## src/sv/ils_pkg.sv

```systemverilog
package ils_pkg;

  // Stream widths
  localparam int CP_W       = 21;
  localparam int VALUE_W    = 64;
  localparam int LEN_W      = 8;
  localparam int IN_DATA_W  = 24;
  localparam int IN_USER_W  = 2;
  localparam int OUT_DATA_W = 80;

  // Result queue geometry
  localparam int QUEUE_DEPTH = 4;
  localparam int QUEUE_AW    = 2;
  localparam int QUEUE_CW    = 3;

  // Literal length saturates here
  localparam logic [LEN_W-1:0] LENGTH_MAX = 8'd255;

  // Character codes
  localparam logic [CP_W-1:0] CH_ZERO  = 21'h30;
  localparam logic [CP_W-1:0] CH_ONE   = 21'h31;
  localparam logic [CP_W-1:0] CH_SEVEN = 21'h37;
  localparam logic [CP_W-1:0] CH_NINE  = 21'h39;
  localparam logic [CP_W-1:0] CH_LC_A  = 21'h61;
  localparam logic [CP_W-1:0] CH_LC_F  = 21'h66;
  localparam logic [CP_W-1:0] CH_LC_Z  = 21'h7A;
  localparam logic [CP_W-1:0] CH_UC_A  = 21'h41;
  localparam logic [CP_W-1:0] CH_UC_F  = 21'h46;
  localparam logic [CP_W-1:0] CH_UC_Z  = 21'h5A;
  localparam logic [CP_W-1:0] CH_LC_X  = 21'h78;
  localparam logic [CP_W-1:0] CH_LC_O  = 21'h6F;
  localparam logic [CP_W-1:0] CH_LC_B  = 21'h62;
  localparam logic [CP_W-1:0] CH_DOT   = 21'h2E;
  localparam logic [CP_W-1:0] CH_MINUS = 21'h2D;
  localparam logic [CP_W-1:0] CH_PLUS  = 21'h2B;
  localparam logic [CP_W-1:0] CH_UNDER = 21'h5F;
  localparam logic [CP_W-1:0] CH_ASCII_END = 21'h80;

  // Result status codes
  typedef enum logic [1:0] {
    ST_INT      = 2'd0,
    ST_NOT_INT  = 2'd1,
    ST_FRACTION = 2'd2
  } status_t;

  // Radix of the literal being scanned
  typedef enum logic [1:0] {
    RS_DEC = 2'd0,
    RS_HEX = 2'd1,
    RS_OCT = 2'd2,
    RS_BIN = 2'd3
  } radix_t;

  // One result item, last field in the low bits when packed to tdata
  typedef struct packed {
    logic [LEN_W-1:0]   length;
    logic               overflow;
    logic [VALUE_W-1:0] value;
    status_t            status;
  } result_t;

endpackage

```

## src/sv/integer_literal_scanner_unit.sv

```systemverilog
// A result is written to the result queue by the transfer that ends its literal.
// Throughput: one codepoint per cycle while the result queue has room; the scan
// step is a combinational constant-radix multiply-add (shift and add) plus compares.
// An item that yields two results writes both to the queue, closing result first.
// Reset: synchronous, clears the scan state to idle and empties the result queue.
module integer_literal_scanner_unit (
  input  logic                           clk,
  input  logic                           rst,
  input  logic                           s_axis_tvalid,
  output logic                           s_axis_tready,
  // [20:0] codepoint, [23:21] zero
  input  logic [ils_pkg::IN_DATA_W-1:0]  s_axis_tdata,
  // [0] first, [1] end_of_text
  input  logic [ils_pkg::IN_USER_W-1:0]  s_axis_tuser,
  output logic                           m_axis_tvalid,
  input  logic                           m_axis_tready,
  // [1:0] status, [65:2] value, [66] overflow, [74:67] length, [79:75] zero
  output logic [ils_pkg::OUT_DATA_W-1:0] m_axis_tdata
);
  import ils_pkg::*;

  typedef enum logic [2:0] {
    PH_IDLE,
    PH_SIGN,
    PH_ZERO,
    PH_DEC,
    PH_DOT,
    PH_PFX,
    PH_RADIX
  } phase_t;

  // Scan state
  phase_t             phase, phase_next;
  radix_t             radix_sel, radix_sel_next;
  logic               negative, negative_next;
  logic [VALUE_W-1:0] accumulator, accumulator_next;
  logic [LEN_W-1:0]   consumed, consumed_next;
  logic               wrapped, wrapped_next;

  // Result queue
  result_t             queue [QUEUE_DEPTH];
  logic [QUEUE_AW-1:0] wr_ptr, rd_ptr;
  logic [QUEUE_CW-1:0] count;

  logic            accept, pop;
  logic [CP_W-1:0] cp;
  logic            first, eot;

  logic is_dec, is_ident, is_hex_lc, is_hex_uc, is_pfx;
  logic dig_ok;
  logic [3:0] dig_val;

  logic [VALUE_W+3:0] product, mac;
  logic [LEN_W-1:0]   consumed_inc;

  result_t res_cur, res_not, res_frac;
  result_t res_a, res_b;
  logic    push_a, push_b;
  result_t w0_data;
  logic    w0_en, w1_en;

  assign cp     = s_axis_tdata[CP_W-1:0];
  assign first  = s_axis_tuser[0];
  assign eot    = s_axis_tuser[1];
  assign accept = s_axis_tvalid && s_axis_tready;

  // Room for two results is always kept before taking an item
  assign s_axis_tready = (count < QUEUE_CW'(QUEUE_DEPTH - 1));
  assign m_axis_tvalid = (count != '0);
  assign pop           = m_axis_tvalid && m_axis_tready;
  assign m_axis_tdata  = {(OUT_DATA_W - $bits(result_t))'(0), queue[rd_ptr]};

  // Character classes
  assign is_dec    = (cp >= CH_ZERO) && (cp <= CH_NINE);
  assign is_hex_lc = (cp >= CH_LC_A) && (cp <= CH_LC_F);
  assign is_hex_uc = (cp >= CH_UC_A) && (cp <= CH_UC_F);
  assign is_ident  = ((cp >= CH_LC_A) && (cp <= CH_LC_Z)) ||
                     ((cp >= CH_UC_A) && (cp <= CH_UC_Z)) ||
                     (cp == CH_UNDER) || (cp >= CH_ASCII_END);
  assign is_pfx    = (cp == CH_LC_X) || (cp == CH_LC_O) || (cp == CH_LC_B);

  // Digit of the current radix
  always_comb begin
    dig_ok  = 1'b0;
    dig_val = cp[3:0];
    case (radix_sel)
      RS_HEX: begin
        dig_ok = is_dec || is_hex_lc || is_hex_uc;
        if (!is_dec) begin
          dig_val = cp[3:0] + 4'd9;
        end
      end
      RS_OCT:  dig_ok = (cp >= CH_ZERO) && (cp <= CH_SEVEN);
      RS_BIN:  dig_ok = (cp == CH_ZERO) || (cp == CH_ONE);
      default: dig_ok = is_dec;
    endcase
  end

  // Multiply-add by the radix; carry-out bits flag the wrap
  always_comb begin
    case (radix_sel)
      RS_HEX:  product = {accumulator, 4'b0};
      RS_OCT:  product = {1'b0, accumulator, 3'b0};
      RS_BIN:  product = {3'b0, accumulator, 1'b0};
      default: product = {1'b0, accumulator, 3'b0} + {3'b0, accumulator, 1'b0};
    endcase
    mac = product + {(VALUE_W)'(0), dig_val};
  end

  assign consumed_inc = (consumed == LENGTH_MAX) ? consumed : consumed + LEN_W'(1);

  // Candidate results
  always_comb begin
    res_cur.status   = ST_INT;
    res_cur.value    = negative ? (VALUE_W'(0) - accumulator) : accumulator;
    res_cur.overflow = wrapped;
    res_cur.length   = consumed;
    res_not          = '0;
    res_not.status   = ST_NOT_INT;
    res_frac         = '0;
    res_frac.status  = ST_FRACTION;
  end

  // Scan step
  always_comb begin
    phase_next       = phase;
    radix_sel_next   = radix_sel;
    negative_next    = negative;
    accumulator_next = accumulator;
    consumed_next    = consumed;
    wrapped_next     = wrapped;
    push_a           = 1'b0;
    push_b           = 1'b0;
    res_a            = res_cur;
    res_b            = res_not;

    if (accept) begin
      // End of text or a new start closes an active scan
      if ((eot || first) && (phase != PH_IDLE)) begin
        push_a     = 1'b1;
        res_a      = ((phase == PH_SIGN) || (phase == PH_PFX)) ? res_not : res_cur;
        phase_next = PH_IDLE;
      end

      if (eot) begin
        // no codepoint taken
      end else if (first) begin
        radix_sel_next   = RS_DEC;
        negative_next    = 1'b0;
        accumulator_next = '0;
        consumed_next    = LEN_W'(1);
        wrapped_next     = 1'b0;
        if ((cp == CH_PLUS) || (cp == CH_MINUS)) begin
          negative_next = (cp == CH_MINUS);
          phase_next    = PH_SIGN;
        end else if (cp == CH_ZERO) begin
          phase_next = PH_ZERO;
        end else if (is_dec) begin
          accumulator_next = {(VALUE_W - 4)'(0), cp[3:0]};
          phase_next       = PH_DEC;
        end else begin
          consumed_next = '0;
          push_b        = 1'b1;
          res_b         = res_not;
          phase_next    = PH_IDLE;
        end
      end else begin
        case (phase)
          PH_SIGN: begin
            if (is_dec) begin
              accumulator_next = mac[VALUE_W-1:0];
              wrapped_next     = wrapped | (|mac[VALUE_W+3:VALUE_W]);
              consumed_next    = consumed_inc;
              phase_next       = PH_DEC;
            end else begin
              push_b     = 1'b1;
              res_b      = res_not;
              phase_next = PH_IDLE;
            end
          end
          PH_ZERO, PH_DEC: begin
            if ((phase == PH_ZERO) && is_pfx) begin
              radix_sel_next = (cp == CH_LC_X) ? RS_HEX :
                               (cp == CH_LC_O) ? RS_OCT : RS_BIN;
              consumed_next  = consumed_inc;
              phase_next     = PH_PFX;
            end else if (is_dec) begin
              accumulator_next = mac[VALUE_W-1:0];
              wrapped_next     = wrapped | (|mac[VALUE_W+3:VALUE_W]);
              consumed_next    = consumed_inc;
              phase_next       = PH_DEC;
            end else if (cp == CH_DOT) begin
              phase_next = PH_DOT;
            end else begin
              push_b     = 1'b1;
              res_b      = is_ident ? res_not : res_cur;
              phase_next = PH_IDLE;
            end
          end
          PH_DOT: begin
            push_b     = 1'b1;
            res_b      = is_dec ? res_frac : res_cur;
            phase_next = PH_IDLE;
          end
          PH_PFX: begin
            if (dig_ok) begin
              accumulator_next = mac[VALUE_W-1:0];
              wrapped_next     = wrapped | (|mac[VALUE_W+3:VALUE_W]);
              consumed_next    = consumed_inc;
              phase_next       = PH_RADIX;
            end else begin
              push_b     = 1'b1;
              res_b      = res_not;
              phase_next = PH_IDLE;
            end
          end
          PH_RADIX: begin
            if (dig_ok) begin
              accumulator_next = mac[VALUE_W-1:0];
              wrapped_next     = wrapped | (|mac[VALUE_W+3:VALUE_W]);
              consumed_next    = consumed_inc;
            end else begin
              push_b     = 1'b1;
              res_b      = is_ident ? res_not : res_cur;
              phase_next = PH_IDLE;
            end
          end
          default: begin
            // idle: codepoints outside a scan are dropped
          end
        endcase
      end
    end
  end

  // Queue write ports: closing result first, then the item's own result
  assign w0_en   = push_a || push_b;
  assign w1_en   = push_a && push_b;
  assign w0_data = push_a ? res_a : res_b;

  // State and result queue
  always_ff @(posedge clk) begin
    if (rst) begin
      phase       <= PH_IDLE;
      radix_sel   <= RS_DEC;
      negative    <= 1'b0;
      accumulator <= '0;
      consumed    <= '0;
      wrapped     <= 1'b0;
      wr_ptr      <= '0;
      rd_ptr      <= '0;
      count       <= '0;
    end else begin
      phase       <= phase_next;
      radix_sel   <= radix_sel_next;
      negative    <= negative_next;
      accumulator <= accumulator_next;
      consumed    <= consumed_next;
      wrapped     <= wrapped_next;
      if (w1_en) begin
        wr_ptr <= wr_ptr + QUEUE_AW'(2);
      end else if (w0_en) begin
        wr_ptr <= wr_ptr + QUEUE_AW'(1);
      end
      if (pop) begin
        rd_ptr <= rd_ptr + QUEUE_AW'(1);
      end
      count <= count + QUEUE_CW'(w0_en) + QUEUE_CW'(w1_en) - QUEUE_CW'(pop);
    end
  end

  // Queue payload, no reset
  always_ff @(posedge clk) begin
    if (w0_en) begin
      queue[wr_ptr] <= w0_data;
    end
    if (w1_en) begin
      queue[wr_ptr + QUEUE_AW'(1)] <= res_b;
    end
  end

endmodule
```

## config.mk

```make
export PLATFORM = sky130hd
export DESIGN_NAME = integer_literal_scanner_unit
export DESIGN_NICKNAME = d
export VERILOG_FILES = /design/src/sv/ils_pkg.sv /design/src/sv/integer_literal_scanner_unit.sv
export SDC_FILE = /design/constraint.sdc
export NUM_CORES = 1
export LEC_CHECK = 0
export ABC_AREA = 1
export BUFFER_PORTS_ARGS = -buffer_cell sky130_fd_sc_hd__buf_4
export CAP_MARGIN = 30
export CORE_MARGIN = 2
export CORE_UTILIZATION = 25
export CTS_CLUSTER_SIZE = 40
export DETAILED_ROUTE_END_ITERATION = 10
export GPL_TIMING_DRIVEN = 0
export HOLD_SLACK_MARGIN = 0.02
export MAX_ROUTING_LAYER = met4
export PLACE_DENSITY = 0.37
export SLEW_MARGIN = 30
export SYNTH_ARGS = -nofsm -noshare
export SYNTH_HDL_FRONTEND = slang
export SYNTH_SLANG_ARGS = --single-unit
```

## constraint.sdc

```tcl
create_clock -name clk -period 20.8 [get_ports clk]
set_input_delay 1.04 -clock clk [delete_from_list [all_inputs] [get_ports clk]]
set_output_delay 1.04 -clock clk [all_outputs]
set_load 0.01 [all_outputs]
```

[After elaboration in Yosys (flattened, before gate mapping)]
Memory sizes are Yosys's and may differ from the RTL's. A register that Yosys moved wholly into a read port is not among the register bits.
Index checks and enable logic that the tools add are counted.
Storage, ports and cells
  bits of input ports: 30
  output and inout port bits: 82
  memories: 1
  logic and storage cells: 171
  flip-flop bits (word level): 86
  bits in writable memories: 300
Memories
  queue: depth 4, bits a word 75, read ports 1, clocked after Yosys merged registers in 1, write ports 2, line integer_literal_scanner_unit.sv:41  | result_t queue [QUEUE_DEPTH];
Cells by class
  order comparisons: 11
  bitwise logic cells: 2
  $add $sub $neg: 11
  eq/ne operators: 21
  mux-type cells: 80
  reductions and logical operators: 36
Operators by type and width (number)
  two-way mux 75 bit: 13
  two-way mux 64 bit: 5
  one-hot mux 75 bit (3 select lines): 1
  one-hot mux 68 bit (3 select lines): 1
  one-hot mux 64 bit (3 select lines): 1
  equality test 21 x 6 -> 1 bit, second input constant: 5
  equality test 21 x 7 -> 1 bit, second input constant: 4
  less-or-equal comparator 21 x 7 -> 1 bit, second input constant: 4
  adder 67 x 65 -> 68 bit: 1
  adder 68 x 4 -> 68 bit: 1
  subtractor 1 x 64 -> 64 bit, first input constant: 1
  >= comparator 21 x 7 -> 1 bit, second input constant: 2
  less-or-equal comparator 21 x 6 -> 1 bit, second input constant: 2
  two-way mux 8 bit: 5
  two-way mux 1 bit: 25
  two-way mux 3 bit: 8
  one-hot mux 8 bit (3 select lines): 1
  two-way mux 2 bit: 11
  >= comparator 21 x 6 -> 1 bit, second input constant: 1
  >= comparator 21 x 8 -> 1 bit, second input constant: 1
  two-way mux 4 bit: 5
  one-hot mux 3 bit (5 select lines): 1
  logical OR 1 bit: 12
  logical AND 1 bit: 11
  27 further kinds: 39

[Depth between registers and ports, before layout]
  depth after elaboration: 14
  mapped depth: 34
  depth with buffers taken out: 33

[Least setup slack after synthesis]
OpenSTA, ideal clock, no wires.
  path type: input to register
  start point: input port s_axis_tdata[15] (netlist name)
  end point: memory queue[0][0] (netlist name) (enable)
  setup time: 0.612 ns
  required time: 20.188 ns
  stages on the path: 18
  setup slack: 11.854 ns
  arrival: 8.334 ns
  cells stage by stage: nor2_1 > nand2_1 > nor3_4 > inv_2 > nor2_8 > nand2_2 > nor2_4 > inv_2 > nor2_2 > inv_2 > nand2_4 > nand3_1 > a21oi_1 > o21ai_2 > o2111ai_1 > nand3_1 > ha_1 > o21ai_0
RTL lines
  from (decl): line integer_literal_scanner_unit.sv:12  | input logic [ils_pkg::IN_DATA_W-1:0] s_axis_tdata,
  to (decl): line integer_literal_scanner_unit.sv:41

==> out/results.env <==
STATUS='finished with violations'
VIOLATIONS='DRC'
CTS_RESIZED=0
CTS_ROOT_BUF='sky130_fd_sc_hd__clkbuf_16'
ROUTED_WL_UM=146000
CTS-HTREE-LEVELS=2
TOTAL_POWER_mW=2.59
PATH_DELAY_FAMILY='buffers and inverters'
CP_SLOWEST_STAGE_DELAY_NS=0.71
CRITICAL-PATH-SLOWEST-CELL='sky130_fd_sc_hd__clkbuf_1'
FINAL-HOLD-VIOLATION-COUNT=0
CRITICAL_PATH.MAX_FANOUT=17
CORE_REGION_AREA_MM2=0.124
FIRST_GLOBAL_VIAS=31800
TRITONCTS='built'
SW_FRAC_OF_TOTAL=0.350
DIE_OUTLINE_AREA_MM2=0.128
POST_SYNTH_EDFFS=300
SYNTH.MUX.AREA_FRACTION=0
LAYOUT_COMMONEST_CELL='sky130_fd_sc_hd__nand2_1'
MAX_CAP_VIOL_COUNT=0
FINAL_AREA_MM2=0.0363
FLOP_AND_LATCH_COUNT_OUT_OF_SYNTHESIS=388
SETUP_VIOL=0
ANTENNA_FOUND_INITIAL=0
SHARE_CLK_OF_TOTAL_POWER=0.348
POSTSYNTH.ASYNCRESETSHARE=0
MAXIMUM_NUMBER_OF_PINS_ON_ONE_NET_BEFORE_GLOBAL_ROUTE_REPAIR=19
FINAL_SLEW_VIOLATIONS=0
CRITICAL_PATH_BUF_INV_COUNT=9
NETLIST_AREA_MM2=0.0312
CTS_BUFFER_DEPTH=3
CTS_BUFFERS=48
IO-PIN-COUNT=112
POWER_REPORT.INTERNAL_TOTAL_mW=1.68
SYNTHXORXNORAREAFRAC=0.0255
CRITICAL-PATH-TOP-CELL-BY-COUNT='sky130_fd_sc_hd__clkbuf_1'
DETAIL_ROUTED_NET_LENGTH_PER_STANDARD_CELL_UM=22.0
FINALWEIGHTEDCONGESTION=0.910
DETAIL_ROUTE.FIRST_PASS.ITERATIONS=8
DETAIL_ROUTE.ITER0.VIOLATIONS=2260
MAX-VDD-IR-DROP_mV=0.0587
SYNTHSIMPLEGATEAREAFRAC=0.355
POWER.SHARE.SEQUENTIAL=0.357
RELSLEWSLACK=0.332
TOTAL_SWITCHING_POWER_mW=0.905
WORST_SKEW_PAIR.LATE_LATENCY_NS=0.62
GRT_SETUP_UNREPAIRED='false'
YOSYSSEQAREASHARE=0.345
ROW_COUNT=129
CTS_HOLD_BUFFERS=0
OVERFLOW=0
HOLD_PATH.CLASS='reg2reg'
WORST-ENDPOINT-REQUIRED_NS=21.17
GRT_FIRST_PASS_WIRELENGTH_UM=212000
DPL-INSTANCE-AREA_MM2=0.0347
CTS.SINKS=388
COMBINATIONAL_FAMILY_WITH_THE_MOST_AREA_AFTER_SYNTHESIS='simple AND/OR/NAND/NOR gates'
P_PER_AREA_mW_PER_MM2=71.3
FINAL_CORE_UTILIZATION=0.293
DIEWIDTH_UM=357
TIMING.SETUP.CRITICAL_PATH_CLASS='in2reg'
POWER.SHARE.COMBINATIONAL=0.295
DRT_DRC_VIOLATIONS_LEFT=1
SYN-MEAN-INSTANCE-AREA_UM2=6.54
CTS_POST_SETUP_BUFFERS_INSERTED=0
FINISH.NET_COUNT=5061
DRT-VIAS-PER-INSTANCE=4.89
NUMPLACEDINSTANCES=6534
SYN_INST=4770
YS_DOMINANT_REG_CELL='sky130_fd_sc_hd__edfxtp_1'
ADDER_CELL_FRACTION_OF_SYNTH_AREA=0.0346
PORT-BUFFER-COUNT=100
LAYOUT_COMMON_CELLS='sky130_fd_sc_hd__nand2_1 (1419), sky130_fd_sc_hd__inv_1 (580), sky130_fd_sc_hd__nor2_1 (533)'
CLK_TRANSITION_REPORTED_PATHS_NS=0.06
DETAIL-ROUTE-ANTENNA-NETS=0
END_KIND='register'
SYN2LAYOUT_AREA_GROWTH_PCT=16.2
CRITPATHLAUNCHTYPE='primary input'
CRIT_ARRIVAL_NS=6.75
MAX_FREQ_MHz=157
SYNTH_COMPOUND_GATE_AREA_SHARE=0.134
CELLS_TRAVERSED_ALONG_THE_WORST_TIMING_PATH='clkbuf_1, nand2_1, nor3_1, inv_1, nor4_1, o21ai_0, o21ai_1, a21oi_1, o21ai_2, o2111ai_1, nand3_1, inv_1, ha_1, clkbuf_1, nand2_1, clkbuf_1, buf_1, o21ai_4, buf_8, buf_8, buf_16'
DIODES=0
CLOCK_SKEW_NS=0.0174
ROUTE.VIAS.TOTAL=32400
FINAL_LAYOUT_SIZE_SUFFIX_GT1_FRAC=0.0608
FINALNONFILLERCELLS=6619
FILL_CELLS=13800
NUMBER_OF_SYNTHESIS_WARNINGS=0
POWER.LEAKAGE_nW=15.7
SYNTH_CELL_TYPE_COUNT=62
GRT_USE_TOTAL=0.230
FINAL.PERIOD_UTILIZATION=0.307
WORST_SLEW_PIN_SLEW_NS=1.00
FP.DIEH_UM=357
PERIOD_NEEDED_NS=6.38
DETAILEDPLACEMENTHPWL_UM=115000
SETUP-TNS-FINAL_NS=0
FLOORPLAN.INITIALDENSITY=0.252
[metrics by stage]
step | hold WS, ns | worst slack (ns)
floorplan | 0.436 | 11.85
finish | 0.483 | 14.42
global placement | 0.457 | 5.05
global route | 0.512 | 13.97
detailed placement | 0.471 | 13.91
CTS | 0.482 | 14.56
[final cells by class]
type / instances / area (um^2) / area share
plain buffers: 226 / 1060 / 0.0293
well taps: 1637 / 2050 / 0.0565
flip-flops and latches: 388 / 10800 / 0.297
multi-input cells: 3562 / 17200 / 0.474
clock inverters: 23 / 329 / 0.00907
inverters: 598 / 2240 / 0.0619
clock buffers: 62 / 1300 / 0.0357
repair buffers: 123 / 1330 / 0.0366
[final timing paths]
kind                            cells after the start             from  slack [ns]      endpoint
worst max-delay path                               21  s_axis_tdata[4]       14.42  queue[2][39]
worst min-delay path                                1        rd_ptr[0]        0.48     rd_ptr[0]
worst max register to register                     30     radix_sel[0]       15.09       wrapped
worst min register to register                      1        rd_ptr[0]        0.48     rd_ptr[0]
[registers in the layout, indices dropped and copies added, names as in the netlist, 2 cells and up, named ones only]
name and cells:
queue 300, phase 3, rd_ptr 2, count 3
radix_sel 2, wr_ptr 2, accumulator 64, consumed 8
[cell families after synthesis]
kind of cell,after synthesis
compound gates,733
fa+ha+maj,84
other cells,1
xor+xnor,91
simple gates,2649
buf+inv,824
flops,388
[power groups by stage]
| stage | registers (mW) | logic, mW | clock network, mW |
|---|---|---|---|
| floorplan | 0.936 | 0.388 | 0 |
| global placement | 0.967 | 0.739 | 0 |
| detailed placement | 0.938 | 0.773 | 0 |
| CTS | 0.922 | 0.775 | 0.921 |
| global route | 0.927 | 0.834 | 0.944 |
| finish | 0.922 | 0.763 | 0.899 |
[Yosys cell counts (5+ instances only)]
cell type | count | area [um^2]
sky130_fd_sc_hd__nor3_1 | 38 | 190
sky130_fd_sc_hd__o21bai_1 | 12 | 90.1
sky130_fd_sc_hd__buf_1 | 29 | 109
sky130_fd_sc_hd__o21ai_0 | 323 | 1620
sky130_fd_sc_hd__or2_2 | 8 | 50.1
sky130_fd_sc_hd__and2_1 | 5 | 31.3
sky130_fd_sc_hd__nand4_1 | 64 | 400
sky130_fd_sc_hd__clkbuf_1 | 146 | 548
sky130_fd_sc_hd__buf_6 | 22 | 248
sky130_fd_sc_hd__nor4_1 | 19 | 119
sky130_fd_sc_hd__inv_2 | 15 | 56.3
sky130_fd_sc_hd__buf_4 | 5 | 37.5
sky130_fd_sc_hd__o221ai_1 | 44 | 385
sky130_fd_sc_hd__edfxtp_1 | 300 | 9010
sky130_fd_sc_hd__nor2_1 | 533 | 2000
sky130_fd_sc_hd__a21oi_1 | 192 | 961
sky130_fd_sc_hd__a211oi_1 | 10 | 75.1
sky130_fd_sc_hd__o32ai_1 | 7 | 61.3
sky130_fd_sc_hd__o22ai_1 | 86 | 538
sky130_fd_sc_hd__a221oi_1 | 7 | 61.3
sky130_fd_sc_hd__nor2_2 | 9 | 56.3
sky130_fd_sc_hd__buf_2 | 24 | 120
sky130_fd_sc_hd__nand2_1 | 1419 | 5330
sky130_fd_sc_hd__o31ai_1 | 11 | 82.6
sky130_fd_sc_hd__dfxtp_1 | 88 | 1760
sky130_fd_sc_hd__ha_1 | 80 | 1000
sky130_fd_sc_hd__xor2_1 | 82 | 718
sky130_fd_sc_hd__inv_1 | 580 | 2180
sky130_fd_sc_hd__xnor2_1 | 9 | 78.8
sky130_fd_sc_hd__nand3_1 | 521 | 2610
sky130_fd_sc_hd__a31oi_1 | 7 | 43.8
sky130_fd_sc_hd__nand3b_1 | 8 | 60.1
sky130_fd_sc_hd__o21ai_1 | 11 | 55.1
[per-layer routing]
layer | wire (um) | global-route usage | vias to the layer above
met3 | 5340 | 0.0158 | 133
met1 | 67300 | 0.302 | 15400
li1 | - | - | 16100
met2 | 69600 | 0.383 | 737
met5 | 0 | - | -
met4 | 3350 | 0.0546 | 0
(Power assumes the default switching activity.)
